### config.mk
export PLATFORM = sky130hd
export DESIGN_NAME = sliding_window_average
export DESIGN_NICKNAME = d
export VERILOG_FILES = /design/src/design/swa_pkg.sv /design/src/design/swa_ring.sv /design/src/design/swa_div.sv /design/src/design/sliding_window_average.sv
export SDC_FILE = /design/constraint.sdc
export NUM_CORES = 1
export LEC_CHECK = 0
export CAP_MARGIN = 20
export CORE_ASPECT_RATIO = 1.2
export CORE_UTILIZATION = 35
export DETAILED_ROUTE_END_ITERATION = 10
export DONT_BUFFER_PORTS = 1
export GPL_TIMING_DRIVEN = 0
export SKIP_CTS_REPAIR_TIMING = 1
export SLEW_MARGIN = 20
export SYNTH_ARGS = -nofsm -noshare
export SYNTH_HDL_FRONTEND = slang
export SYNTH_HIERARCHICAL = 1
export SYNTH_SLANG_ARGS = --single-unit
export TNS_END_PERCENT = 5
### constraint.sdc
create_clock -name clk -period 5.65 [get_ports clk]
set_input_delay 0.8475 -clock clk [delete_from_list [all_inputs] [get_ports clk]]
set_output_delay 0.8475 -clock clk [all_outputs]
set_load 0.005 [all_outputs]
### src/design/swa_pkg.sv
// shared types and constants for the sliding window average block
// no dependencies; imported by every module of the block

package swa_pkg;

    // sample and result width, fixed by the stream format
    localparam int SAMPLE_W       = 16;
    // default number of samples in the averaging window
    localparam int WINDOW_DEFAULT = 16;

    // sequencer states of the top level
    typedef enum logic [2:0] {
        ST_IDLE,
        ST_FETCH,
        ST_START,
        ST_DIVIDE,
        ST_DONE
    } swa_state_t;

endpackage

### src/design/swa_ring.sv
// sample ring memory, one write port and one read port, registered read
// uses swa_pkg for the sample width

module swa_ring #(
    parameter int WINDOW = swa_pkg::WINDOW_DEFAULT,
    parameter int PW     = $clog2(WINDOW)
) (
    input  logic                        clk,
    input  logic                        wr_en,
    input  logic [PW-1:0]               wr_addr,
    input  logic [swa_pkg::SAMPLE_W-1:0] wr_data,
    input  logic                        rd_en,
    input  logic [PW-1:0]               rd_addr,
    output logic [swa_pkg::SAMPLE_W-1:0] rd_data
);
    import swa_pkg::*;

    logic [SAMPLE_W-1:0] mem [WINDOW];
    logic [SAMPLE_W-1:0] rd_data_reg;

    // write port
    always_ff @(posedge clk)
    begin
        if (wr_en)
        begin
            mem[wr_addr] <= wr_data;
        end
    end

    // read port, data valid in the cycle after the request
    always_ff @(posedge clk)
    begin
        if (rd_en)
        begin
            rd_data_reg <= mem[rd_addr];
        end
    end

    assign rd_data = rd_data_reg;

endmodule

### src/design/swa_div.sv
// serial restoring divider, one quotient bit per cycle, signed result fixup
// uses swa_pkg for the result width

module swa_div #(
    parameter int DVD_W = 20,
    parameter int DVS_W = 5
) (
    input  logic                         clk,
    input  logic                         rst_n,
    input  logic                         start,
    input  logic                         negate,
    input  logic [DVD_W-1:0]             dividend,
    input  logic [DVS_W-1:0]             divisor,
    output logic                         busy,
    output logic [swa_pkg::SAMPLE_W-1:0] quotient
);
    import swa_pkg::*;

    localparam int CNT_W = $clog2(DVD_W + 1);

    logic [DVD_W-1:0] dvd_reg;
    logic [DVS_W-1:0] dvs_reg;
    logic [DVS_W-1:0] rem_reg;
    logic             neg_reg;
    logic [CNT_W-1:0] cnt_reg;
    logic             busy_reg;

    logic [DVS_W:0]   rem_shift;
    logic [DVS_W:0]   diff;
    logic             q_bit;
    logic [DVS_W-1:0] rem_next;
    logic [DVD_W-1:0] dvd_next;
    logic [SAMPLE_W-1:0] mag;

    // one restoring step: shift in the next dividend bit, trial subtract
    always_comb
    begin
        rem_shift = {rem_reg, dvd_reg[DVD_W-1]};
        diff      = rem_shift - {1'b0, dvs_reg};
        q_bit     = ~diff[DVS_W];
        rem_next  = q_bit ? diff[DVS_W-1:0] : rem_shift[DVS_W-1:0];
        dvd_next  = {dvd_reg[DVD_W-2:0], q_bit};
    end

    // control: step counter and busy flag
    always_ff @(posedge clk or negedge rst_n)
    begin
        if (!rst_n)
        begin
            busy_reg <= 1'b0;
            cnt_reg  <= '0;
        end
        else if (start)
        begin
            busy_reg <= 1'b1;
            cnt_reg  <= CNT_W'(DVD_W);
        end
        else if (busy_reg)
        begin
            cnt_reg  <= cnt_reg - 1'b1;
            busy_reg <= (cnt_reg != CNT_W'(1));
        end
    end

    // datapath: dividend shifts out, quotient bits shift in behind it
    always_ff @(posedge clk)
    begin
        if (start)
        begin
            dvd_reg <= dividend;
            dvs_reg <= divisor;
            rem_reg <= '0;
            neg_reg <= negate;
        end
        else if (busy_reg)
        begin
            dvd_reg <= dvd_next;
            rem_reg <= rem_next;
        end
    end

    // magnitude fits the result width, sign restored by two's complement
    assign mag      = dvd_reg[SAMPLE_W-1:0];
    assign quotient = neg_reg ? (~mag + 1'b1) : mag;
    assign busy     = busy_reg;

endmodule

### src/design/sliding_window_average.sv
// top level of the sliding window average block: sequencer, running sum
// depends on swa_pkg, swa_ring (sample memory) and swa_div (serial divider)
//
//  channel | dir | tvalid/tready    | payload
//  --------+-----+------------------+-------------------------------------
//  s       | in  | s_tvalid/tready  | tdata[15:0] sample
//  m       | out | m_tvalid/tready  | tdata[15:0] average, tuser[0] window_full
//
// after a sample transfer the ring read and sum update come first, then the divider load,
// then the serial divider, one quotient bit per cycle until busy drops, then the output
// load; the divider works on a dividend of DVD_W = 16 + log2(WINDOW) bits
// the next sample is taken only after the output load, so one sample is in work at a time
// reset clears sum, fill count, write position and the output valid flag
// a result held by a stalled m side does not stop the next sample being taken;
// only the load of its own result waits for the output register to free up

module sliding_window_average #(
    parameter int WINDOW = swa_pkg::WINDOW_DEFAULT
) (
    input  logic                         clk,
    input  logic                         rst_n,
    input  logic                         s_tvalid,
    output logic                         s_tready,
    input  logic [swa_pkg::SAMPLE_W-1:0] s_tdata,   // [15:0] sample
    output logic                         m_tvalid,
    input  logic                         m_tready,
    output logic [swa_pkg::SAMPLE_W-1:0] m_tdata,   // [15:0] average
    output logic [0:0]                   m_tuser    // [0] window_full
);
    import swa_pkg::*;

    localparam int PW = $clog2(WINDOW);
    localparam int FW = $clog2(WINDOW + 1);
    localparam int SW = SAMPLE_W + $clog2(WINDOW);

    swa_state_t state_reg, state_next;

    logic [SAMPLE_W-1:0] sample_reg;
    logic [SW-1:0]       sum_reg;
    logic [FW-1:0]       fill_reg;
    logic [PW-1:0]       pos_reg;

    logic                out_valid_reg;
    logic [SAMPLE_W-1:0] avg_reg;
    logic                full_reg;

    logic                rd_en;
    logic                wr_en;
    logic                div_start;
    logic                load_out;
    logic [SAMPLE_W-1:0] old_sample;
    logic                div_busy;
    logic [SAMPLE_W-1:0] quotient;

    logic                warmup;
    logic [SW-1:0]       sample_ext;
    logic [SW-1:0]       old_ext;
    logic [SW-1:0]       sum_next;
    logic [SW-1:0]       sum_mag;

    // sample memory
    swa_ring #(
        .WINDOW (WINDOW),
        .PW     (PW)
    ) u_ring (
        .clk     (clk),
        .wr_en   (wr_en),
        .wr_addr (pos_reg),
        .wr_data (sample_reg),
        .rd_en   (rd_en),
        .rd_addr (pos_reg),
        .rd_data (old_sample)
    );

    // serial divider of the running sum by the sample count
    swa_div #(
        .DVD_W (SW),
        .DVS_W (FW)
    ) u_div (
        .clk      (clk),
        .rst_n    (rst_n),
        .start    (div_start),
        .negate   (sum_reg[SW-1]),
        .dividend (sum_mag),
        .divisor  (fill_reg),
        .busy     (div_busy),
        .quotient (quotient)
    );

    // state register
    always_ff @(posedge clk or negedge rst_n)
    begin
        if (!rst_n)
        begin
            state_reg <= ST_IDLE;
        end
        else
        begin
            state_reg <= state_next;
        end
    end

    // next state and sequencer strobes
    always_comb
    begin
        state_next = state_reg;
        s_tready   = 1'b0;
        rd_en      = 1'b0;
        wr_en      = 1'b0;
        div_start  = 1'b0;
        load_out   = 1'b0;
        unique case (state_reg)
            ST_IDLE:
            begin
                s_tready = 1'b1;
                if (s_tvalid)
                begin
                    rd_en      = 1'b1;
                    state_next = ST_FETCH;
                end
            end
            ST_FETCH:
            begin
                wr_en      = 1'b1;
                state_next = ST_START;
            end
            ST_START:
            begin
                div_start  = 1'b1;
                state_next = ST_DIVIDE;
            end
            ST_DIVIDE:
            begin
                if (!div_busy)
                begin
                    state_next = ST_DONE;
                end
            end
            ST_DONE:
            begin
                if (!out_valid_reg || m_tready)
                begin
                    load_out   = 1'b1;
                    state_next = ST_IDLE;
                end
            end
            default:
            begin
                state_next = ST_IDLE;
            end
        endcase
    end

    // running sum update: add the new sample, drop the oldest once full
    always_comb
    begin
        warmup     = (fill_reg < FW'(WINDOW));
        sample_ext = {{(SW - SAMPLE_W){sample_reg[SAMPLE_W-1]}}, sample_reg};
        old_ext    = {{(SW - SAMPLE_W){old_sample[SAMPLE_W-1]}}, old_sample};
        sum_next   = warmup ? (sum_reg + sample_ext) : (sum_reg - old_ext + sample_ext);
        sum_mag    = sum_reg[SW-1] ? (~sum_reg + 1'b1) : sum_reg;
    end

    // sample capture on an input transfer
    always_ff @(posedge clk)
    begin
        if (rd_en)
        begin
            sample_reg <= s_tdata;
        end
    end

    // window state: sum, fill count and write position
    always_ff @(posedge clk or negedge rst_n)
    begin
        if (!rst_n)
        begin
            sum_reg  <= '0;
            fill_reg <= '0;
            pos_reg  <= '0;
        end
        else if (wr_en)
        begin
            sum_reg <= sum_next;
            if (warmup)
            begin
                fill_reg <= fill_reg + 1'b1;
            end
            pos_reg <= (pos_reg == PW'(WINDOW - 1)) ? '0 : pos_reg + 1'b1;
        end
    end

    // output register
    always_ff @(posedge clk or negedge rst_n)
    begin
        if (!rst_n)
        begin
            out_valid_reg <= 1'b0;
        end
        else if (load_out)
        begin
            out_valid_reg <= 1'b1;
        end
        else if (m_tready)
        begin
            out_valid_reg <= 1'b0;
        end
    end

    always_ff @(posedge clk)
    begin
        if (load_out)
        begin
            avg_reg  <= quotient;
            full_reg <= (fill_reg == FW'(WINDOW));
        end
    end

    assign m_tvalid   = out_valid_reg;
    assign m_tdata    = avg_reg;
    assign m_tuser[0] = full_reg;

endmodule

==> summary.txt, run 1 <==
Run status
  – Status: finished, violations left
  – Violated checks: DRC

Global routing
  – Gr usage total: 15.6%
  – Initial antenna violation count: 0
  – Largest net degree at the start of global routing: 40
  – Number of global-route vias before repair: 10,385
  – First-pass GRT wire length: 59.9 mm
  – Total grt overflow: 0

Cells and area
  – Final net count: 1,316
  – Max reg flops: 256
  – # fillers: 4,484
  – Fin cells: 1,893
  – Area Overhead vs Synth: 14.6%
  – N_diodes: 0
  – Share of cells above drive strength 1: 16.4%

Setup path
  – CP max stage cell: edfxtp_1
  – CP max FO: 19
  – Cell depth of the worst flop-to-flop path: 12
  – R2r endpoint: sum_reg[19]
  – Critical Path Max Stage Delay: 0.81 ns
  – Critical-path cell list: inv_1 -> fa_1 -> inv_1 -> ha_1 -> a211oi_2 -> o21ai_1 -> a2111o_1 -> and4_1 -> o22ai_1 -> xnor2_1 -> a2bb2oi_1 -> xnor2_1
  – Arr. time, crit path: 4.40 ns
  – WP data required: 6.09 ns
  – CP startpoint kind: flop
  – Critical path endpoint category: flop
  – Top delay family on crit path: compound AO/OA/AOI/OAI gates
  – WP buf/inv: 2
  – Reg-to-Reg Start: sample_reg[1]
  – R2R setup slack: 1.68 ns
  – CP Class: flop to flop

Timing
  – Setup TNS: 0 ns
  – Clock Skew: 0.0237 ns
  – Final setup violation count: 0
  – Unrepaired setup endpoints after global routing: no
  – Post-layout min period: 3.97 ns
  – WHS: 0.120 ns
  – Least-Margin Pin Slew: 0.918 ns
  – Slew Limit Fails: 0
  – Fmax: 252 MHz
  – Final period utilization: 70.2%
  – Slew headroom: 38.8%
  – Final hold vios: 0

Power and ir drop
  – Power per cell area: 518 nW/um^2
  – Static Leak: 7.16 nW
  – Peak VDD IR: 265 uV

Placed design
  – DP HPWL: 27.2 mm
  – Dpl cells: 1,815
  – Buffers on Ports: 0
  – Gpl congestion: 0.849

Route
  – DR vias: 9,792
  – Drt initial violations: 612
  – Vias per cell: 5.17
  – First-pass DRT Iterations: 8
  – Routed WL per cell: 20.1 um
  – DRC viols: 6
  – Final WL: 38.1 mm
  – Final ANT Viol Nets: 0

Logic synthesis
  – Mapped Area: 17,500 sq um
  – Register area share after synthesis: 62.9%
  – Post-Syn Instances: 1,157
  – Ys Warns: 6
  – Asr flop ratio synth: 10.4%
  – Yosys cell types: 77
  – Number of synthesized flops with an enable pin: 331
  – #FFs+latches synth: 375
  – Synth Area per Inst: 15.1 sq um
  – Ys flop type: edfxtp_1
  – Syn_nets: 1,250

Die
  – Core Box Area: 49,300 sq um
  – I/O pins: 39
  – Die Height: 247 um
  – Die Width: 206 um
  – FP Rows: 89
  – Die Area: 50,900 sq um
  – Initial Util: 35.5%

Clock network
  – Clock edge transition at the registers on the reported setup and hold paths: 0.06 ns
  – CTS tree: done
  – Total CTS buffers: 42
  – Worst skew pair latency: 0.58 ns
  – CTS Sinks: 375
  – H-tree depth: 2
  – Root buffer cell: clkbuf_16
  – Clock buffer depth: 3

Worst hold path
  – Min-Delay Path Class: input pin to asynchronous set/reset pin

Flow run
  – Max-cap viol count: 0
==> power breakdown <==
| group | switching (mW) | internal (mW) |
|---|---|---|
| Sequential | 0.330 | 3.42 |
| Clock | 1.12 | 1.69 |
| Combinational | 2.11 | 1.73 |
| Total | 3.56 | 6.84 |
==> cell usage after synthesis, drive strengths merged, types with 21 or more instances <==
master  number  share of area [%]
mux4        64                8.4
xnor2       57                2.9
nor2        51                1.1
inv         94                2.0
nor3        24               0.71
ha          52                3.7
clkbuf      21               0.45
edfxtp     331                 57
a21oi       32               0.94
a22oi       34                1.5
o21ai       43                1.2
dfrtp       39                5.6
nand2       65                1.4
fa          21                2.4
==> cell type report <==
cell class / instances / area (sq um) / share of cell area, %
inverters: 94 / 353 / 1.76
clock buffers: 50 / 1110 / 5.55
flip-flops and latches: 375 / 11000 / 54.9
well taps: 637 / 797 / 3.97
multi-input cells: 649 / 5990 / 29.9
repair buffers: 22 / 269 / 1.34
clock inverters: 27 / 320 / 1.60
plain buffers: 39 / 195 / 0.973
==> worst register-to-register path, cell delays in order, from the launching register on <==
cell,delay [ns]
edfxtp_1,0.81
inv_1,0.15
fa_1,0.55
inv_1,0.07
ha_1,0.32
a211oi_2,0.23
o21ai_1,0.15
a2111o_1,0.50
and4_1,0.27
o22ai_1,0.22
xnor2_1,0.14
a2bb2oi_1,0.32
xnor2_1,0.11
==> metrics by stage <==
stage               total power [mW]  setup slack [ns]  area (sq um)  util, %
CTS                             10.5              1.61         20000     40.6
detailed placement              7.65              1.63         18600     37.7
global route                    11.0              1.41         20100     40.7
floorplan                       6.67              2.29         17500        -
global placement                7.55             0.265         18300     37.1
finish                          10.4              1.68         20100     40.7
==> how the worst max path moves through the flow <==
stage	startpoint	to	cells after the start	slack [ns]
after global routing	sample_reg[1]	sum_reg[19]	12	1.41
after floorplan	state_reg[1]	u_ring/mem[0][0]	7	2.29
final	sample_reg[1]	sum_reg[19]	12	1.68
after CTS	sample_reg[1]	sum_reg[19]	12	1.61
after global placement	state_reg[1]	u_ring/mem[0][5]	7	0.27
after detailed placement	sample_reg[1]	sum_reg[19]	12	1.63
==> cells in the final DEF, fill, tap and decap left out, drive strengths merged, types with 5 or more instances in the layout <==
cell and count:
ha 52, and3 8, mux2 18, fa 21
nand2b 10, nand3b 6, a31oi 5, inv 95
clkinv 18, a211oi 15, edfxtp 331, a22oi 34
dfrtp 39, buf 40, bufinv 6, o21ai 43
a21o 19, o31ai 7, xor2 15, mux4 64
xnor2 57, nand3 13, nand2 65, a21oi 32
nand4 7, clkbuf 71, nor2b 6, dfxtp 5
mux2i 9, nor3 24, nor2 51, o21a 6
==> kinds of logic after synthesis <==
logic type | count (synthesis) | share of synthesized area [%]
compound gates | 200 | 8.10
xor+xnor | 72 | 3.60
fa+ha+maj | 73 | 6.12
buf+inv | 133 | 3.13
flops | 375 | 62.9
mux | 91 | 10.1
simple gates | 213 | 6.01
==> per-layer routing <==
layer	global-route usage (%)	part of all wire, %	routed length [um]	vias up
li1	-	-	-	4558
met1	18.9	42	15900	4985
met2	27.5	52	19800	175
met3	2.98	3.5	1340	74
met4	5.38	2.9	1120	0
met5	0	0	0	-
(Power assumes the default switching activity.)
==> run 2: changes to the inputs <==
- clock period: 5.65 -> 3.4 ns (I/O delays scaled with it)
==> summary.txt, run 2 (same netlist as run 1, synthesis figures left out) <==
Run status
  – Status: finished, violations left
  – Violated checks: DRC

Setup path
  – CP startpoint kind: flop
  – R2R setup slack: 0.1 ns
  – Critical path endpoint category: flop
  – CP Class: flop to flop
  – Arr. time, crit path: 3.76 ns
  – CP max FO: 14
  – Cell depth of the worst flop-to-flop path: 13
  – WP data required: 3.86 ns
  – Reg-to-Reg Start: sample_reg[5]
  – R2r endpoint: sum_reg[15]

Clock network
  – H-tree depth: 2
  – CTS Sinks: 375
  – Root buffer cell: clkbuf_16
  – Total CTS buffers: 42
  – CTS tree: done
  – Worst skew pair latency: 0.58 ns
  – Clock buffer depth: 3
  – Clock edge transition at the registers on the reported setup and hold paths: 0.06 ns

Cells and area
  – N_diodes: 0
  – Register area: 11,000 sq um
  – Most frequent cells in the layout: edfxtp_1 (331), inv_1 (92), nand2_1 (65), buf_4 (59), xnor2_1 (57)
  – Final core utilization: 42.2%
  – Most common cell after layout, fill and taps aside: edfxtp_1
  – Footprint of the multi-input gates: 6110 sq um
  – Area Overhead vs Synth: 18.9%
  – Share of cells above drive strength 1: 21.2%
  – # fillers: 4,420
  – Final net count: 1,385
  – Fin cells: 1,962
  – Max reg flops: 256

Global routing
  – Largest net degree at the start of global routing: 40
  – First-pass GRT wire length: 59.9 mm
  – Gr usage total: 15.6%
  – Number of global-route vias before repair: 10,385
  – Initial antenna violation count: 0
  – Total grt overflow: 0

Power and ir drop
  – Sequential share of power: 35.4%
  – Peak VDD IR: 438 uV
  – Power per cell area: 842 nW/um^2
  – Clk pwr share: 26.7%
  – Internal Power: 11.5 mW
  – P_sw: 6.02 mW
  – Static Leak: 7.52 nW
  – Switching Share: 34.3%
  – Logic gate share of total power: 37.9%
  – Post-layout power: 17.5 mW

Die
  – Core Box Area: 49,300 sq um
  – Die Height: 247 um
  – Initial Util: 35.5%
  – Die Width: 206 um
  – FP Rows: 89
  – Die Area: 50,900 sq um
  – I/O pins: 39

Timing
  – Fmax: 303 MHz
  – Final WS setup: 0.0982 ns
  – Final setup violation count: 0
  – Setup TNS: 0 ns
  – Slew headroom: 38.5%
  – Final period utilization: 97.1%
  – Post-layout min period: 3.30 ns
  – Least-Margin Pin Slew: 0.923 ns
  – Slew Limit Fails: 0
  – Clock Skew: 0.0246 ns
  – Final hold vios: 0

Route
  – Vias per cell: 5.14
  – Final WL: 38.9 mm
  – Routed WL per cell: 19.8 um
  – DRC viols: 6
  – DR vias: 10,093
  – First-pass DRT Iterations: 8
  – Final ANT Viol Nets: 0
  – Drt initial violations: 637

Placed design
  – Setup slack at placement: -0.622 ns
  – DP HPWL: 27.2 mm
  – Buffers on Ports: 0
  – Gpl congestion: 0.849
  – Dpl cells: 1,815

Worst hold path
  – Worst hold path depth: 0
  – Hold Crit Start: s_tdata[4]
  – Hold endpoint: sample_reg[4]
  – Min-Delay Path Class: input pin to flop

Flow run
  – Max-cap viol count: 0
## run 2: how the worst max path moves through the flow
stage	startpoint	endpoint	slack (ns)	cells after the start
final	sample_reg[5]	sum_reg[15]	0.1	13
after global routing	sample_reg[0]	sum_reg[18]	-0.04	10
after CTS	sample_reg[1]	sum_reg[19]	-0.64	12
after detailed placement	sample_reg[1]	sum_reg[19]	-0.62	12
after global placement	state_reg[1]	u_ring/mem[0][5]	-1.98	7
after floorplan	state_reg[1]	u_ring/mem[0][0]	0.04	7
## run 2: critical path: stages, from the launching register on
cell and delay [ns]:
edfxtp_1 0.38, buf_12 0.15, inv_1 0.06, fa_1 0.53
inv_1 0.04, ha_1 0.34, o21ai_0 0.16, nor2_1 0.08
a2111o_1 0.50, a41oi_2 0.24, o21ai_1 0.11, a21oi_2 0.16
mux2i_1 0.14, a211o_1 0.28
## run 2: layer usage
layer  GRT usage [%]  routed length (um)
met1            18.9               16100
met2            27.5               20300
met3            2.98                1390
met4            5.38                1100
met5               0                   0
## run 2: final cells by class
| class | count | share of cell area (%) |
|---|---|---|
| multi-input cells | 649 | 29.4 |
| flip-flops and latches | 375 | 52.9 |
| inverters | 94 | 1.71 |
| well taps | 637 | 3.83 |
| plain buffers | 38 | 0.926 |
| clock inverters | 27 | 1.54 |
| clock buffers | 50 | 5.34 |
| repair buffers | 92 | 4.34 |
## run 2: power groups by stage
stage               registers, mW  logic [mW]  clock network, mW
floorplan                    6.13        4.95                  0
global placement             6.30        6.24                  0
detailed placement           6.32        6.40                  0
CTS                          6.23        6.43               4.82
global route                 6.28        7.38               4.96
finish                       6.20        6.65               4.68
## run 2: per-stage QoR
stage	area [sq um]	hold slack [ns]
detailed placement	18600	0.216
global route	20800	0.000273
global placement	18300	0.216
finish	20800	0.0325
CTS	20000	-0.410
floorplan	17500	0.214
==> run 3: changes to the inputs <==
- ABC_AREA: unset -> 1
==> summary.txt, run 3 <==
Timing
  – Fmax: 309 MHz
  – Slew headroom: 33.1%
  – Least-Margin Pin Slew: 1.00 ns
  – Slew Limit Fails: 0
  – Final WS setup: 0.161 ns
  – Clock Skew: 0.0341 ns
  – Final period utilization: 95.3%
  – Unrepaired setup endpoints after global routing: no
  – Final setup violation count: 0
  – Final hold vios: 0
  – Post-layout min period: 3.24 ns
  – WHS: 0.0389 ns

Clock network
  – Clock buffer depth: 3
  – Root buffer cell: clkbuf_16
  – H-tree depth: 2
  – CTS Sinks: 375
  – Total CTS buffers: 42
  – CTS tree: done
  – Worst skew pair latency: 0.59 ns
  – Clock edge transition at the registers on the reported setup and hold paths: 0.06 ns

Setup path
  – WP data required: 3.69 ns
  – Critical Path Max Stage Delay: 0.80 ns
  – CP Class: flop to flop
  – CP startpoint kind: flop
  – Top delay family on crit path: simple AND/OR/NAND/NOR gates
  – CP max FO: 13
  – WP buf/inv: 2
  – CP max stage cell: clkbuf_1
  – Critical path endpoint category: flop
  – Critical-path cell list: nor3_4 -> clkbuf_1 -> nand3_1 -> nor2_2 -> buf_6
  – Arr. time, crit path: 3.53 ns

Global routing
  – Total grt overflow: 0
  – Largest net degree at the start of global routing: 40
  – First-pass GRT wire length: 79.5 mm
  – Number of global-route vias before repair: 14,261
  – Gr usage total: 18.3%
  – Initial antenna violation count: 0

Route
  – Wire length on met3: 2.86 mm
  – Met2 routed WL: 24.7 mm
  – DRT met1 WL: 21.7 mm
  – Final ANT Viol Nets: 0
  – Top Layer Used: met4
  – Final WL: 51.5 mm
  – DRC viols: 0
  – Routed WL per cell: 16.9 um
  – DR vias: 14,762
  – First-pass DRT Iterations: 7
  – Vias per cell: 4.84
  – Drt initial violations: 1,085

Logic synthesis
  – Ys flop type: edfxtp_1
  – Dominant cells by area after synthesis: edfxtp_1 (50%), nand2_1 (13%), inv_1 (7.3%)
  – Yosys cell types: 43
  – Most frequent cells after synthesis: nand2_1 (664), inv_1 (384), edfxtp_1 (331)
  – Top-area cell type share of the netlist area: 50.4%
  – Post-Syn Instances: 2,172
  – Register area share after synthesis: 55.9%
  – Cell taking the most area after synthesis: edfxtp_1
  – #FFs+latches synth: 375
  – Synth Area per Inst: 9.08 sq um
  – Syn_nets: 2,265
  – Count leader, synth: nand2_1
  – Asr flop ratio synth: 10.4%
  – Mapped Area: 19,700 sq um
  – Ys Warns: 6
  – Number of synthesized flops with an enable pin: 331

Placed design
  – Gpl congestion: 0.920
  – Setup slack at placement: -0.113 ns
  – Dpl cells: 2,911
  – DP HPWL: 36.8 mm
  – Buffers on Ports: 0

Die
  – Initial Util: 35.7%
  – FP Rows: 94
  – Die Width: 219 um
  – Die Height: 262 um
  – Die Area: 57,300 sq um
  – I/O pins: 39
  – Core Box Area: 55,300 sq um

Cells and area
  – Max reg flops: 256
  – Share of cells above drive strength 1: 10.4%
  – Final net count: 2,388
  – Area Overhead vs Synth: 16.2%
  – Fin cells: 3,048
  – N_diodes: 0
  – Most common cell after layout, fill and taps aside: nand2_1
  – Most frequent cells in the layout: nand2_1 (664), inv_1 (383), edfxtp_1 (331), nand3_1 (280), nor2_1 (69)

Power and ir drop
  – Power per cell area: 968 nW/um^2
  – Static Leak: 10.3 nW
  – Post-layout power: 22.2 mW
  – Peak VDD IR: 602 uV

Worst hold path
  – Min-Delay Path Class: input pin to flop

Flow run
  – Max-cap viol count: 0

Run status
  – Status: finished clean
## run 3: cell count changes after synthesis, moves of 36 or more
| cell | previous run | this run |
|---|---|---|
| xnor2_1 | 57 | 6 |
| nand3_1 | 13 | 280 |
| nand2_1 | 65 | 664 |
| inv_1 | 94 | 384 |
| nor2_1 | 50 | 86 |
| mux4_2 | 54 | 0 |
## run 3: worst register-to-register path: cells and delay by family (launching register included)
kind / cells / cell delay (ns)
flip-flops: 1 / 0.46
buffers and inverters: 2 / 1.05
AND/OR/NAND/NOR: 3 / 1.45
## run 3: path summary, 6_finish.rpt
check	from	end	slack, ns	depth (start not counted)
min reg2reg	fill_reg[4]	u_div/dvs_reg[4]	0.45	0
min in group asynchronous	rst_n	sum_reg[16]	0.42	2
max in group asynchronous	rst_n	fill_reg[2]	2.75	2
max	state_reg[1]	u_ring/mem[7][11]	0.16	5
max reg2reg	state_reg[1]	u_ring/mem[7][11]	0.16	5
min	m_tready	m_tvalid	0.04	1
## run 3: metal layers
| metal | up-vias | track usage, % |
|---|---|---|
| met5 | - | 0 |
| met4 | 0 | 7.96 |
| met3 | 103 | 2.91 |
| met2 | 453 | 31.0 |
| met1 | 6983 | 23.0 |
| li1 | 7223 | - |
## run 3: where the power goes
group | internal, mW | total, mW | switching [mW] | leakage [nW]
Sequential | 6.12 | 6.74 | 0.619 | 3.55
Combinational | 3.68 | 11.0 | 7.29 | 6.13
Clock | 2.56 | 4.49 | 1.93 | 0.669
## run 3: area by class of cell
class,instances,area (sq um)
Inverter,402,1510
Timing Repair Buffer,79,887
Fill cell,5423,32400
Tap cell,720,901
Multi-Input combinational cell,1327,6860
Clock buffer,52,1100
Clock inverter,25,262
Buffer,68,380
Sequential cell,375,11000
## run 3: through the flow
stage	area [sq um]	TNS, ns	utilization (%)
2_1_floorplan	19700	0	-
3_3_place_gp	20600	-103.91	37.3
3_5_place_dp	20900	-0.330	37.8
4_1_cts	22300	-0.461	40.3
5_1_grt	22900	0	41.4
6_report	22900	0	41.4
## run 3: logic make-up after synthesis
family | Yosys count | share of synthesized area, %
buf+inv | 470 | 9.58
xor+xnor | 40 | 1.78
fa+ha+maj | 73 | 5.43
simple gates | 1095 | 24.1
compound gates | 119 | 3.24
flops | 375 | 55.9
